`src/hw/rtl/tpe_pkg.sv`:
```
// Shared types, constants and the microcode table of the tape pulse encoder.
package tpe_pkg;

   localparam int BUF_DEPTH = 4096;
   localparam int BUF_AW    = $clog2(BUF_DEPTH);
   localparam int LEN_W     = $clog2(BUF_DEPTH + 1);
   localparam int CSR_IW    = 3;
   localparam int CSR_DW    = 32;

   // Command codes carried in the request tuser
   typedef enum logic [1:0] {
      CMD_LOAD  = 2'd0,
      CMD_START = 2'd1,
      CMD_PULSE = 2'd2
   } cmd_type;

   // Configuration register indexes
   localparam logic [CSR_IW-1:0] REG_PILOT_PULSE = 3'd0;
   localparam logic [CSR_IW-1:0] REG_SYNC_FIRST  = 3'd1;
   localparam logic [CSR_IW-1:0] REG_SYNC_SECOND = 3'd2;
   localparam logic [CSR_IW-1:0] REG_ZERO_BIT    = 3'd3;
   localparam logic [CSR_IW-1:0] REG_ONE_BIT     = 3'd4;
   localparam logic [CSR_IW-1:0] REG_PILOT_COUNT = 3'd5;
   localparam logic [CSR_IW-1:0] REG_FINAL_BITS  = 3'd6;
   localparam logic [CSR_IW-1:0] REG_PAUSE_TICKS = 3'd7;

   // Step of the microprogram (the block phase)
   typedef enum logic [2:0] {
      PH_DONE  = 3'd0,
      PH_START = 3'd1,
      PH_PILOT = 3'd2,
      PH_SYNC1 = 3'd3,
      PH_SYNC2 = 3'd4,
      PH_DATA  = 3'd5
   } phase_type;

   // Source of the pulse duration
   typedef enum logic [2:0] {
      SRC_NONE  = 3'd0,
      SRC_PILOT = 3'd1,
      SRC_SYNC1 = 3'd2,
      SRC_SYNC2 = 3'd3,
      SRC_BIT   = 3'd4,
      SRC_PAUSE = 3'd5
   } src_type;

   // Jump conditions
   typedef enum logic [1:0] {
      COND_NEVER     = 2'd0,
      COND_LOAD_LAST = 2'd1,
      COND_RUN_LAST  = 2'd2,
      COND_DATA_END  = 2'd3
   } cond_type;

   typedef struct packed {
      src_type   src;
      src_type   jump_src;
      logic      toggle;
      logic      done;
      logic      cnt_load;
      logic      cnt_step;
      logic      bit_step;
      cond_type  cond;
      phase_type jump;
      phase_type next;
   } ucode_word_type;

   // Resolved controls for the datapath
   typedef struct packed {
      src_type src;
      logic    toggle;
      logic    done;
      logic    cnt_load;
      logic    cnt_step;
      logic    bit_step;
   } ctrl_type;

   // Condition flags back from the datapath
   typedef struct packed {
      logic load_last;
      logic run_last;
      logic data_end;
   } flags_type;

   function automatic ucode_word_type ucode_rom(input phase_type ph);
      ucode_word_type w;
      unique case (ph)
         PH_START: w = '{src: SRC_PILOT, jump_src: SRC_PILOT, toggle: 1'b1, done: 1'b0,
                         cnt_load: 1'b1, cnt_step: 1'b1, bit_step: 1'b0,
                         cond: COND_LOAD_LAST, jump: PH_SYNC1, next: PH_PILOT};
         PH_PILOT: w = '{src: SRC_PILOT, jump_src: SRC_PILOT, toggle: 1'b1, done: 1'b0,
                         cnt_load: 1'b0, cnt_step: 1'b1, bit_step: 1'b0,
                         cond: COND_RUN_LAST, jump: PH_SYNC1, next: PH_PILOT};
         PH_SYNC1: w = '{src: SRC_SYNC1, jump_src: SRC_SYNC1, toggle: 1'b1, done: 1'b0,
                         cnt_load: 1'b0, cnt_step: 1'b0, bit_step: 1'b0,
                         cond: COND_NEVER, jump: PH_SYNC2, next: PH_SYNC2};
         PH_SYNC2: w = '{src: SRC_SYNC2, jump_src: SRC_SYNC2, toggle: 1'b1, done: 1'b0,
                         cnt_load: 1'b0, cnt_step: 1'b0, bit_step: 1'b0,
                         cond: COND_NEVER, jump: PH_DATA, next: PH_DATA};
         PH_DATA:  w = '{src: SRC_BIT, jump_src: SRC_PAUSE, toggle: 1'b1, done: 1'b0,
                         cnt_load: 1'b0, cnt_step: 1'b0, bit_step: 1'b1,
                         cond: COND_DATA_END, jump: PH_DONE, next: PH_DATA};
         default:  w = '{src: SRC_NONE, jump_src: SRC_NONE, toggle: 1'b0, done: 1'b1,
                         cnt_load: 1'b0, cnt_step: 1'b0, bit_step: 1'b0,
                         cond: COND_NEVER, jump: PH_DONE, next: PH_DONE};
      endcase
      return w;
   endfunction

endpackage

```
`src/hw/rtl/tpe_sequencer.sv`:
```
// Microcode sequencer: phase step counter, control table lookup and jumps.
module tpe_sequencer (
   input  logic                clock,
   input  logic                reset,
   input  logic                start_en,
   input  logic                start_empty,
   input  logic                start_skip,
   input  logic                step_en,
   input  tpe_pkg::flags_type  flags,
   output tpe_pkg::ctrl_type   ctrl
);

   tpe_pkg::phase_type      phase_ff;
   tpe_pkg::phase_type      phase_in;
   tpe_pkg::ucode_word_type word;
   logic                    taken;

   always_comb begin
      word = tpe_pkg::ucode_rom(phase_ff);
      unique case (word.cond)
         tpe_pkg::COND_LOAD_LAST: taken = flags.load_last;
         tpe_pkg::COND_RUN_LAST:  taken = flags.run_last;
         tpe_pkg::COND_DATA_END:  taken = flags.data_end;
         default:                 taken = 1'b0;
      endcase

      ctrl.src      = taken ? word.jump_src : word.src;
      ctrl.toggle   = word.toggle;
      ctrl.done     = word.done;
      ctrl.cnt_load = word.cnt_load;
      ctrl.cnt_step = word.cnt_step;
      ctrl.bit_step = word.bit_step & ~taken;

      // a start always restarts the program
      priority if (start_en) begin
         if (start_empty) begin
            phase_in = tpe_pkg::PH_DONE;
         end else if (start_skip) begin
            phase_in = tpe_pkg::PH_DATA;
         end else begin
            phase_in = tpe_pkg::PH_START;
         end
      end else if (step_en) begin
         phase_in = taken ? word.jump : word.next;
      end else begin
         phase_in = phase_ff;
      end
   end

   always_ff @(posedge clock) begin
      if (reset) begin
         phase_ff <= tpe_pkg::PH_DONE;
      end else begin
         phase_ff <= phase_in;
      end
   end

endmodule

```
`config.mk`:
```
export PLATFORM = sky130hd
export DESIGN_NAME = tpe_sequencer
export DESIGN_NICKNAME = d
export VERILOG_FILES = /design/src/hw/rtl/tpe_pkg.sv /design/src/hw/rtl/tpe_sequencer.sv
export SDC_FILE = /design/constraint.sdc
export NUM_CORES = 1
export LEC_CHECK = 0
export ABC_AREA = 1
export BUFFER_PORTS_ARGS = -buffer_cell sky130_fd_sc_hd__buf_4
export CAP_MARGIN = 5
export CORE_AREA = 2 2 39 41
export DETAILED_ROUTE_END_ITERATION = 8
export DIE_AREA = 0 0 41 43
export GPL_TIMING_DRIVEN = 0
export MAX_ROUTING_LAYER = met4
export PLACE_DENSITY_LB_ADDON = 0.12
export SETUP_SLACK_MARGIN = 0.3
export SYNTH_ARGS = -nofsm -noshare
export SYNTH_HDL_FRONTEND = slang
export SYNTH_SLANG_ARGS = --single-unit
```
`constraint.sdc`:
```
create_clock -name clock -period 3.12 [get_ports clock]
set_input_delay 0.468 -clock clock [delete_from_list [all_inputs] [get_ports clock]]
set_output_delay 0.468 -clock clock [all_outputs]
set_load 0.05 [all_outputs]
```
## Word level (Yosys, flattened, before mapping)

Index checks and enable logic that the tools add are counted.

- Add/sub/neg operators: 0
- Multipliers: 0
- Div/mod/pow operators: 0
- Magnitude comparators: 0
- Equal/unequal tests: 8
- Shift operators: 0
- Muxes and demuxes: 8
- Bitwise logic cells: 2
- Reductions and logical operators: 1

Operators with widths:

| operator | number |
|---|---|
| $pmux W19 S5 | 1 |
| $mux W3 | 6 |
| $eq A3 B2 Y1 const B | 2 |
| $eq A3 B3 Y1 const B | 2 |
| $eq A2 B2 Y1 const B | 2 |
| $eq A3 B1 Y1 const B | 1 |
| $pmux W1 S3 | 1 |
| $eq A2 B1 Y1 const B | 1 |
| $reduce_bool A2 Y1 | 1 |
| $and A1 B1 Y1 | 1 |
| $not A1 Y1 | 1 |

- Bits in registers: 3
- Bits in latches: 0
- Memory bits (writable): 0
- ROM bits: 0
- Output and inout bits: 8
- Logic and storage cells: 20
- Memories: 0

## Depth between registers and ports, before layout

Gate-level depths: netlist of the first run.

- Depth after elaboration: 7
- Gate-level depth with buffers: 8
- Gate-level depth less buffers: 7

## Least setup slack after synthesis of the first run

OpenSTA, ideal clock, no wires.

- Path kind: register to output
- Start: register phase_ff[0]
- End: output port ctrl[4] in the netlist's numbering
- Data arrival time: 2.035 ns
- Data required time: 2.652 ns
- Slack: 0.617 ns
- Cell stages (with the launch flop): 7
- Path buffers: 0
- Cell sequence: dfxtp_1 > nor2_1 > inv_1 > nand2_1 > inv_1 > nor2_1 > inv_1

RTL lines:

| element | line | source |
|---|---|---|
| start, declared | tpe_sequencer.sv:13 | `tpe_pkg::phase_type phase_ff;` |
| start signal, assigned | tpe_sequencer.sv:52 | `phase_ff <= tpe_pkg::PH_DONE;` |
| start signal, assigned | tpe_sequencer.sv:54 | `phase_ff <= phase_in;` |
| end, declared | tpe_sequencer.sv:10 | `output tpe_pkg::ctrl_type ctrl` |

==> results of run 1 <==
## synthesized netlist by cell type, drive strengths merged
cell type and number:
dfxtp 3, inv 13, nand2 8, a21oi 4, a22oi 1, o211ai 1, nand3 6, nand4 2
nor2 9, buf 1, o21ai 1, a211o 1
## layer usage
metal	GRT usage, %	vias up	share of wire, %
li1	-	200	-
met1	11.50	158	46
met2	15.31	6	50
met3	1.571	0	3.9
met4	6.000	0	0
met5	-	-	0
## layout make-up
| cell class | count | area share (%) |
|---|---|---|
| clock buffers | 4 | 5.866 |
| inverters | 13 | 10.89 |
| repair buffers | 16 | 26.82 |
| plain buffers | 1 | 1.117 |
| flip-flops and latches | 3 | 13.41 |
| well taps | 16 | 4.469 |
| multi-input cells | 33 | 37.43 |
## report_power, final
group / switching (mW) / internal (mW) / total (mW) / leakage [nW]
Clock: 0.0201 / 0.0479 / 0.0681 / 0.0150
Combinational: 0.0559 / 0.0284 / 0.0843 / 0.235
Sequential: 0.00270 / 0.0408 / 0.0435 / 0.0247
## logic make-up after synthesis
logic type,synth area share (%)
flip-flops,21.33
buffers and inverters,19.11
AND/OR/NAND/NOR,42.22
AO/OA/AOI/OAI,17.33
## per-stage QoR
stage               hold slack, ps  power [mW]
floorplan                    537.1      0.1016
global placement             639.6      0.1299
detailed placement           639.5      0.1294
CTS                          389.6      0.2010
global route                 389.6      0.2117
finish                       399.4      0.1959
## worst max-delay path by stage
stage	depth (start not counted)	startpoint	end	slack, ps
after floorplan	6	phase_ff[0]	ctrl[4]	620
after global placement	5	flags[0]	ctrl[5]	1390
after detailed placement	5	flags[0]	ctrl[5]	1390
after CTS	5	phase_ff[1]	ctrl[5]	1180
after global routing	5	phase_ff[0]	ctrl[5]	1100
final	5	phase_ff[1]	ctrl[5]	1210
==> results.md, run 1 <==
- Buffers inserted to repair hold after CTS numbered 0.
- The share of the synthesized area in the top cell type is about a fifth.
- In the final routed layout, each cell accounts on average for 8.326 um.
- The initial utilization of the core area, before any placement, comes to 20.34%.
- The detailed router placed 364 vias in this run.
- The transition time at the pin with the least slew margin is 248.1 ps.
- Cells with a size suffix above 1 make up 32.86% of the layout.
- The final antenna-violating net count is 0.
- The clock skew is 2.129 ps.
- The top cell types in the final layout, fill and taps aside, are 16 x sky130_fd_sc_hd__buf_4, 13 x sky130_fd_sc_hd__inv_1, 8 x sky130_fd_sc_hd__nand2_1, 8 x sky130_fd_sc_hd__nor2_1.
- The leading cell type in the layout, fill and taps excluded is sky130_fd_sc_hd__buf_4.
- The capture instance of the worst register-to-register path is phase_ff[2].
- The first-pass iteration count of the detailed router is 2.
- Setup violations remaining at the end of the flow were counted as 0.
- The final weighted congestion in routability-driven placement is about 0.75.
- The worst setup path is launched from a register.
- Setup total negative slack on the finished layout was measured at 0 ps.
- Summing all placed instances gives a cell area of ~420 um2.
- In this run the clock root is driven by a sky130_fd_sc_hd__clkbuf_4.
- The number of placed instances, taps included, is 82.
- The wire-length estimate of the detail-placed layout is 574.1 um.
- After synthesis, the cell types taking the most area are sky130_fd_sc_hd__dfxtp_1 21%, sky130_fd_sc_hd__inv_1 17%, sky130_fd_sc_hd__nand2_1 11%.
- The kind of cell with the highest combined delay along the critical path is flip-flops.
- Once layout is done, the placed cells without fillers occupy 447.9 um2.
- Synthesis produced a netlist with a net count of 59.
- Headroom to the max-slew limit came out at between 80% and 90%.
- For this run, the slowest stage of the critical path takes 450 ps.
- For this run, the total global-route usage over all layers was measured as between 9 and 10%.
- For this design the ratio of total power to cell area is 437.4 mW/mm2.
- The number of global-route vias before repair came to approximately 320.
- Buffers added to address setup during post-CTS repair amount to 0.
- The signal on the critical path passes through inv_1, nand4_1, nand3_2, a211o_1, buf_4.
- The data arrival time at the worst-slack endpoint is 1440 ps.
- The highest ir drop seen on vdd is 177.8 uV.
- For this run, design rule violations remaining after detail routing come to 0.
- The mean area per synthesized cell is 5.630 um2.
- The smallest clock period supported by the final layout is computed as 1912 ps.
- The number of flip-flops in the largest register is 3.
- The worst hold path startpoint is reset.
- The register with the most flip-flops in the final layout is phase_ff.
- The number of cell instances on the worst register-to-register path is 7.
- The number of hold violations in the final report is 0.
- The nature of the critical path endpoint is an output pin.
- The die height is approximately 43 um.
- The setup slack after layout is 1208 ps.
- The clock tree from TritonCTS is built.
- Buffers inserted during clock tree synthesis total 3.
- In this run, synthesis produced a sequential element count of 3.
- The max-slew violation total from the final report is 0.
- Entering global routing, the biggest net connects 10 pins.
- The worst hold path passes through 2 cells.
- The run finished with clean final reports.
- In this run the tool buffered the top-level ports with 16 buffer cells.
- Global routing finished with a remaining overflow of 0.
- The non-filler instance count after layout is 86.
- The max-capacitance violation count is 0.
- The number of clock sinks is 3.
- After technology mapping, the gate count stands at 50.
- The multi-input combinational cell area is around 170 um2.
- The total number of nets in the final design is 80.
- The count of fill cells added during filler insertion is 178.
- The highest fanout seen on the critical path is 7.
- In this run, distinct cell masters in the synthesized netlist total 14.
- The worst min-delay path category is in -> reg.
- Clock latency on the worst-skew pair, taken at its later pin, is 230 ps.
- The setup path with the least slack is of type reg -> out.
- Registers take ~60 um2.
- The average vias per placed instance is 4.233.
- The clock passes through at most 2 buffers.
- The number of antenna violations at the first check in global routing is 0.
- The number of buffer and inverter instances along the worst setup path is 2.
- In this run the count of I/O pins placed on the die edge is 17.
- The first global-routing pass estimated 1166 um of wire.
- The start of the worst register-to-register path is phase_ff[0].
- The fraction of the cycle the final worst path needs is 61.28%.
- The initialized floorplan defines 14 standard-cell rows.
- The post-placement setup slack is roughly 1400 ps.
- The first routing iteration left 4 violations.
- The achievable clock frequency is 523.0 MHz.
- The count of warnings emitted by yosys is 0.
- The detailed-route wire length is approximately 720 um.
- The path with the worst hold slack has its endpoint at phase_ff[0].
- The count of antenna diodes in the layout is 0.
- At the worst endpoint, the required time is 2650 ps.
- The overall die area is 0.001763 mm2.
- In this run, post-CTS repair resized a total of 0 instances.
- For flop-to-flop paths, the worst setup slack is about 2000 ps.
- The area of the mapped netlist is ~280 um2.
- The floorplan core area is around 0.0014 mm2.
- The sequential area share after synthesis is 21.33%.
- The final core utilization is 32.37%.
- The H-tree depth reported by CTS is 1.
- The total leakage power is 0.2742 nW.
- Setup repair after global routing left no endpoint under its margin.
- Clock-pin slew was measured on the worst setup and hold paths at 40 ps.
- The largest area contributor in the netlist is sky130_fd_sc_hd__dfxtp_1.
- The die extent in x is 41 um.
- The cell with the biggest individual delay on the critical path is sky130_fd_sc_hd__dfxtp_1.
- The layout-stage area growth over the synthesis result is 59.11%.
- The largest registers in the layout are phase_ff x3.
Note: power is estimated with default switching activity, not from simulation.
==> run 2, diff against run 1 <==
==> constraint.sdc (replaced) <==
create_clock -name clock -period 1.5 [get_ports clock]
set_input_delay 0.225 -clock clock [delete_from_list [all_inputs] [get_ports clock]]
set_output_delay 0.225 -clock clock [all_outputs]
set_load 0.05 [all_outputs]
==> run 2 against run 1 <==
Net effect: flip-flop and latch count unchanged; combinational power increased to 3.3 times the previous value; total power increased to 2.6 times the previous value; the run now ends with setup timing left; first-iteration DRC count unchanged; clock power increased by 110%; worst setup slack got worse by 1300 ps; final cell count increased by 21%; count of clock-buffer cells in the layout unchanged.
==> results.md, run 2 (synthesis results as in run 1) <==
- The run finished, with violations left.
- The checks that failed: setup timing.
- The final critical path takes up 108.3% of the cycle.
- In the final layout, the registers with the most flip-flops are phase_ff x3.
- In this run the count of I/O pins placed on the die edge is 17.
- After detailed routing, the number of vias per cell comes to 4.288.
- In the final routed layout, each cell accounts on average for slightly below 10 um.
- The share of total power dissipated in sequential elements is between 15 and 20%.
- The first-pass iteration count of the detailed router is 4.
- The total leakage power is approximately 0.38 nW.
- The number of buffers on the longest clock path is 2.
- The first global-routing pass estimated 1621 um of wire.
- For this run, the post-layout net count is between 90 and 100.
- Counting both buffers and inverters, the worst setup path holds a total of 3.
- Net switching is 38.78% of the power.
- Counting the buffers created by CTS gives 3.
- The reported net switching power is 0.1988 mW.
- Global routing used 13.05% of the available tracks.
- The critical path goes through nor2_4, buf_4, buf_4, a211o_4, buf_8.
- In the routed design, unresolved DRC markers number 0.
- The cell with the biggest individual delay on the critical path is sky130_fd_sc_hd__dfxtp_4.
- The detailed-route wire length is 1011 um.
- The clock skew is 0.8977 ps.
- The worst min-delay path category is in -> reg.
- The standard-cell row count is 14.
- Clock latency on the worst-skew pair, taken at its later pin, is 230 ps.
- Timing would allow up to 615.6 MHz.
- The H-tree depth reported by CTS is 1.
- The final critical-path required period is 1624 ps.
- The root buffer cell is sky130_fd_sc_hd__clkbuf_4.
- The count of final setup violators is 6.
- The final antenna-violating net count is 0.
- The floorplan core area is 0.001384 mm2.
- The count of antenna diodes in the layout is 0.
- In this design, the stage delay of the slowest critical-path cell is 400 ps.
- The initial utilization of the core area, before any placement, comes to between 20% and 30%.
- phase_ff holds more flip-flops than any other register.
- Entering global routing, the biggest net connects 8 pins.
- The library cell used most frequently in the layout, excluding fill and tap cells, is sky130_fd_sc_hd__buf_4.
- The die covers 0.001763 mm2.
- The start-to-end type of the worst setup path is reg -> out.
- The fraction of final layout cells with drive strength greater than 1 is 64.77%.
- In this run, the combinational gates consume 54.5% of the power.
- For the pin with the worst max-slew slack, the measured transition is 218.3 ps.
- The relative slew slack is 85.45%.
- The clock network burns 27.4% of the power.
- The worst setup path is captured at an output pin.
- The clock-pin slew reported for the worst setup and hold paths after clock tree synthesis is 40 ps.
- The global route total overflow is 0.
- Routability-driven placement finished with a final weighted congestion of roughly 0.68.
- Summed over all failing endpoints, the final setup total negative slack is -436.6 ps.
- The number of antenna violations at the first check in global routing is 0.
- At the worst endpoint, the arrival time is 1400 ps.
- The highest fanout seen on the critical path is 7.
- Leaving out fill and tap cells, the most frequent cells in the layout are 20 x sky130_fd_sc_hd__buf_4, 12 x sky130_fd_sc_hd__buf_6, 8 x sky130_fd_sc_hd__inv_1.
- STA classifies the critical path startpoint as a register.
- Prior to clock tree synthesis, the placed netlist has a worst setup slack of 19.21 ps.
- The cell area reported after detailed placement is 451.7 um2.
- Fill cells in the final layout number 136.
- The number of flip-flops in the largest register is 3.
- The total power after layout is 0.5125 mW.
- The number of placed instances, taps included is 82.
- The via total after detailed routing is approximately 450.
- The post-DP HPWL is about 620 um.
- The die extent in x is 41 um.
- Across all setup checks in the final design, the least slack found is -124.4 ps.
- The max-slew violation total from the final report was 0.
- The category of cells accounting for the largest share of critical-path delay is flip-flops.
- The number of hold violations in the final report came to 0.
- The highest ir drop seen on vdd is 288.3 uV.
- The number of port buffers is 16.
- Across the run, the number of max-cap violations was 0.
- In this design, the critical path's most frequently occurring cell is sky130_fd_sc_hd__buf_4.
- Setup repair after global routing could not meet its margin everywhere.
- The area growth from synthesis to layout is 160.0%.
- The non-filler instance count after layout is 104.
- The finished cells cover 732.0 um2.
- The first routing iteration left 4 violations.
- For the worst setup path, the data required time is 1270 ps.
- The number of global-route vias before repair is 411.
- From bottom edge to top edge, the die measures 43 um.
- Cell internal power was estimated by the tool at 0.3138 mW.
- The power density relative to cell area is between 700 and 800 mW/mm2.
- TritonCTS built the clock tree.
- The number of clock sinks is 3.
run 2: power by group through the flow:
stage	Clock, mW	Sequential, mW	Combinational, mW
after global routing	0.152	0.0935	0.296
final	0.140	0.0926	0.280
after detailed placement	0	0.0937	0.190
after global placement	0	0.0936	0.189
after floorplan	0	0.0915	0.133
after CTS	0.147	0.0922	0.263
run 2: worst paths after layout:
kind	startpoint	end	slack (ps)	cells after the start
worst min-delay path	reset	phase_ff[0]	160	2
worst max-delay path	phase_ff[1]	ctrl[5]	-120	5
worst max register to register	phase_ff[2]	phase_ff[0]	-70	10
worst min register to register	phase_ff[1]	phase_ff[1]	640	2
run 2: cell type report:
type                       instances  area (um2)  area share [%]
timing repair buffer              34       319.1           43.59
buffer                             1       11.26           1.538
multi-input combinational         33       234.0           31.97
tap                               16       20.02           2.735
clock buffer                       4       26.28           3.590
inverter                          13       52.55           7.179
sequential                         3       68.82           9.402
run 2: stage by stage:
step / hold WS (ps) / utilization (%)
global placement: 397.0 / 32.64
CTS: 148.6 / 50.00
floorplan: 286.7 / -
detailed placement: 396.4 / 32.64
finish: 156.1 / 52.89
global route: 148.2 / 52.89
run 2: layer usage:
| layer | GRT usage, % | up-vias | part of all wire, % |
|---|---|---|---|
| met5 | - | - | 0 |
| met4 | 2.000 | 0 | 1.2 |
| met3 | 1.571 | 2 | 4.9 |
| met2 | 21.88 | 16 | 52 |
| met1 | 16.35 | 194 | 41 |
| li1 | - | 234 | - |
run 2: timing repair:
| item | CTS | global route |
|---|---|---|
| buffers inserted | 16 | 2 |
| pin swaps | 6 | 5 |
| hold endpoints to repair | 0 | 0 |
| hold buffers | 0 | 0 |
| resized for setup | 26 | 7 |
| endpoints found under the setup margin | 8 | 10 |
run 2: worst register-to-register path: stages (launching register included):
cell                      delay [ps]
sky130_fd_sc_hd__dfxtp_2         310
sky130_fd_sc_hd__buf_6           120
sky130_fd_sc_hd__nand4_1         180
sky130_fd_sc_hd__buf_4           200
sky130_fd_sc_hd__buf_6           100
sky130_fd_sc_hd__buf_6           100
sky130_fd_sc_hd__buf_6           100
sky130_fd_sc_hd__buf_6           100
sky130_fd_sc_hd__nand4_1          70
sky130_fd_sc_hd__nand2_1          60
sky130_fd_sc_hd__a21oi_1         140
==> run 3, diff against run 2 <==
--- a/config.mk
+++ b/config.mk
@@ -8,10 +8,11 @@
 export ABC_AREA = 1
 export BUFFER_PORTS_ARGS = -buffer_cell sky130_fd_sc_hd__buf_4
 export CAP_MARGIN = 5
-export CORE_AREA = 2 2 39 41
+export CELL_PAD_IN_SITES_DETAIL_PLACEMENT = 1
+export CELL_PAD_IN_SITES_GLOBAL_PLACEMENT = 2
+export CORE_AREA = 2 2 47 49
 export DETAILED_ROUTE_END_ITERATION = 8
-export DIE_AREA = 0 0 41 43
-export GPL_TIMING_DRIVEN = 0
+export DIE_AREA = 0 0 49 51
 export MAX_ROUTING_LAYER = met4
 export PLACE_DENSITY_LB_ADDON = 0.12
 export SETUP_SLACK_MARGIN = 0.3
==> run 3 against run 2 <==
Net effect: the flow still finishes with violations (setup timing); register-to-register slack improved by 380 ps; wire length shrank 4.2%; clock skew rose by 1.3 ps; highest routed layer is now met3; sequential power grew 2%; first-iteration DRC count shrank 50%; combinational power fell by 19%; hold slack got worse by 4.4 ps; via count is 9.0% lower.
==> results.md, run 3 (synthesis results as in run 1) <==
- The run finished, with violations left.
- The checks that failed: setup timing.
- The count of final setup violators is 4.
- The final antenna-violating net count is 0.
- The max-slew violation total from the final report came to 0.
- The category of cells accounting for the largest share of critical-path delay is flip-flops.
- Data on the critical path is required at its endpoint by 1270 ps.
- The global route total overflow is 0.
- The number of placed instances, taps included is 96.
- The setup check on the worst reg-to-reg path leaves a slack of 310 ps.
- The layout has ~280 filler cells.
- Max-cap violations in this run came to 0.
- The cell-internal power is 0.2773 mW.
- In this run the core area contains 17 standard-cell rows.
- The relative slew slack is between 80% and 90%.
- The setup slack after layout is -93.23 ps.
- The sequential share of power is 20.5%.
- The total number of nets in the final design is 85.
- The longest clock path from root to sink contains 2 buffers.
- TritonCTS built the clock tree.
- The nature of the critical path endpoint is an output pin.
- The number of antenna violations at the first check in global routing is 0.
- Before antenna repair, the detailed router went through 3 iterations.
- For this run, the share of the core covered by cells in the final layout is 28.38%.
- Using the TritonRoute via totals, the vias-per-cell ratio works out to 3.942.
- After detailed routing, the average wire length per cell comes to 9.408 um.
- The first global-routing pass estimated 1676 um of wire.
- phase_ff holds more flip-flops than any other register.
- The placed instances occupy a cell area of 481.7 um2.
- The number of hold violations in the final report is 0.
- The post-DP HPWL is 801.4 um.
- Clock tree synthesis found a total of 3 sinks.
- The number of flip-flops in the largest register is 3.
- The clock skew is 2.170 ps.
- At the worst endpoint, the arrival time is 1370 ps.
- The core region is between 0.002 and 0.0025 mm2.
- The reported net switching power is 0.1819 mW.
- The final layout contains routed wiring with a total length of 969 um.
- The critical path launch point type is a register.
- The initial core utilization is 13.64%.
- The die height is just over 50 um.
- The post-placement setup slack is around 3.7 ps.
- The number of global-route vias before repair is between 300 and 400.
- The count of antenna diodes in the layout is 0.
- In this design, the stage delay of the slowest critical-path cell is 360 ps.
- The number of design rule violations left after detail routing is 0.
- The fraction of final layout cells with drive strength greater than 1 is 54.67%.
- The H-tree depth reported by CTS is 1.
- In this run the tool buffered the top-level ports with 16 buffer cells.
- The critical path contains buffers and inverters numbering 3 combined.
- For the pin with the worst max-slew slack, the measured transition is 165.5 ps.
- The top cell types in the final layout, fill and taps aside, are 13 x sky130_fd_sc_hd__buf_4, 10 x sky130_fd_sc_hd__inv_1, 6 x sky130_fd_sc_hd__nand2_1, 6 x sky130_fd_sc_hd__buf_6, 5 x sky130_fd_sc_hd__nor2_1.
- The switching power share of the total is between 30% and 40%.
- The number of DRC markers after the initial detailed-route iteration is 2.
- The worst hold path belongs to the class in -> reg.
- The power density relative to cell area is 784.2 mW/mm2.
- The layout-stage area growth over the synthesis result is 108.0%.
- The critical path is of the reg -> out type.
- The share of total power in the clock network is 30.2%.
- Combinational logic is responsible for between 40% and 50% of the overall power.
- The die extent in x is 49 um.
- In the final layout, the registers with the most flip-flops are phase_ff x3.
- The leading cell type in the layout, fill and taps excluded is sky130_fd_sc_hd__buf_4.
- Setup repair after global routing could not meet its margin everywhere.
- The worst path in the final design needs a cycle of 1593 ps, including I/O delays and setup.
- The total I/O pin count is 17.
- The finished cells cover between 500 and 600 um2.
- At the later pin of the worst-skew pair, clock insertion delay measures 230 ps.
- The total CTS buffers is 3.
- Entering global routing, the biggest net connects 10 pins.
- Global routing consumed, over all layers together, about 8.8% of the routing resources.
- IR analysis of the VDD net gives a maximum drop of 328.1 uV.
- The signal on the critical path passes through nor2_4, inv_2, nand2_2, clkinvlp_4, a211o_2, buf_8.
- The cell with the biggest individual delay on the critical path is sky130_fd_sc_hd__dfxtp_4.
- The die covers around 0.0025 mm2.
- The achievable clock frequency is 627.7 MHz.
- The total leakage power is 0.3055 nW.
- Dividing the final minimum period by the clock period gives 106.2%.
- The root buffer cell chosen for the clock tree is sky130_fd_sc_hd__clkbuf_4.
- The final sum of negative setup slack is -234.8 ps.
- Detailed routing inserted a total of 406 vias.
- The congestion estimate from routability-driven global placement came to between 0.6 and 0.7.
- After clock tree synthesis, the clock-pin slew on the worst setup and hold paths is 40 ps.
- The count of cells in the finished layout, fillers not included, comes to 103.
- In this run the worst path has a maximum fanout of 7.
-- run 3: worst paths after layout --
kind          startpoint          end  cells past startpoint
max          phase_ff[0]      ctrl[5]                      6
min                reset  phase_ff[0]                      2
max reg2reg  phase_ff[0]  phase_ff[2]                      8
min reg2reg  phase_ff[1]  phase_ff[1]                      2
-- run 3: timing repair --
| item | in CTS | in global routing |
|---|---|---|
| buffers inserted | 2 | 1 |
| pin swaps | 2 | 0 |
| setup endpoints to repair | 10 | 9 |
| gates resized for setup | 16 | 3 |
| hold buffers | 0 | 0 |
-- run 3: through the flow --
step                hold WS (ps)  power [mW]
finish                     151.7      0.4592
floorplan                  286.7      0.2247
CTS                        146.5      0.4625
detailed placement         393.7      0.2908
global route               151.2      0.4948
global placement           386.5      0.2919
-- run 3: routing by layer --
layer | vias up | wire (um) | GRT usage [%]
met4 | 0 | 0 | 2.857
met5 | - | 0 | -
met2 | 13 | 515 | 15.53
met3 | 0 | 54 | 2.339
li1 | 208 | - | -
met1 | 185 | 399 | 9.717
-- run 3: power groups by stage --
stage	clock network, mW	registers [mW]	logic (mW)
floorplan	0	0.0915	0.133
global placement	0	0.0981	0.194
detailed placement	0	0.0978	0.193
CTS	0.146	0.0962	0.220
global route	0.156	0.0960	0.243
finish	0.139	0.0941	0.226
-- run 3: layout make-up --
cell class                 count  area, um2  area share (%)
multi-input combinational     33      200.2           34.19
timing repair buffer          22      200.2           34.19
sequential                     3      71.32           12.18
inverter                      13      52.55           8.974
tap                           28      35.03           5.983
clock buffer                   4      26.28           4.487
-- run 3: worst reg2reg max path, stage by stage (launching register included) --
cell and delay, ps:
sky130_fd_sc_hd__dfxtp_4 390, sky130_fd_sc_hd__inv_1 60, sky130_fd_sc_hd__nor2_2 150, sky130_fd_sc_hd__nand3_2 110, sky130_fd_sc_hd__nand3_2 100, sky130_fd_sc_hd__buf_4 130, sky130_fd_sc_hd__nor2_1 40, sky130_fd_sc_hd__nor2_1 80
sky130_fd_sc_hd__nor2_1 40
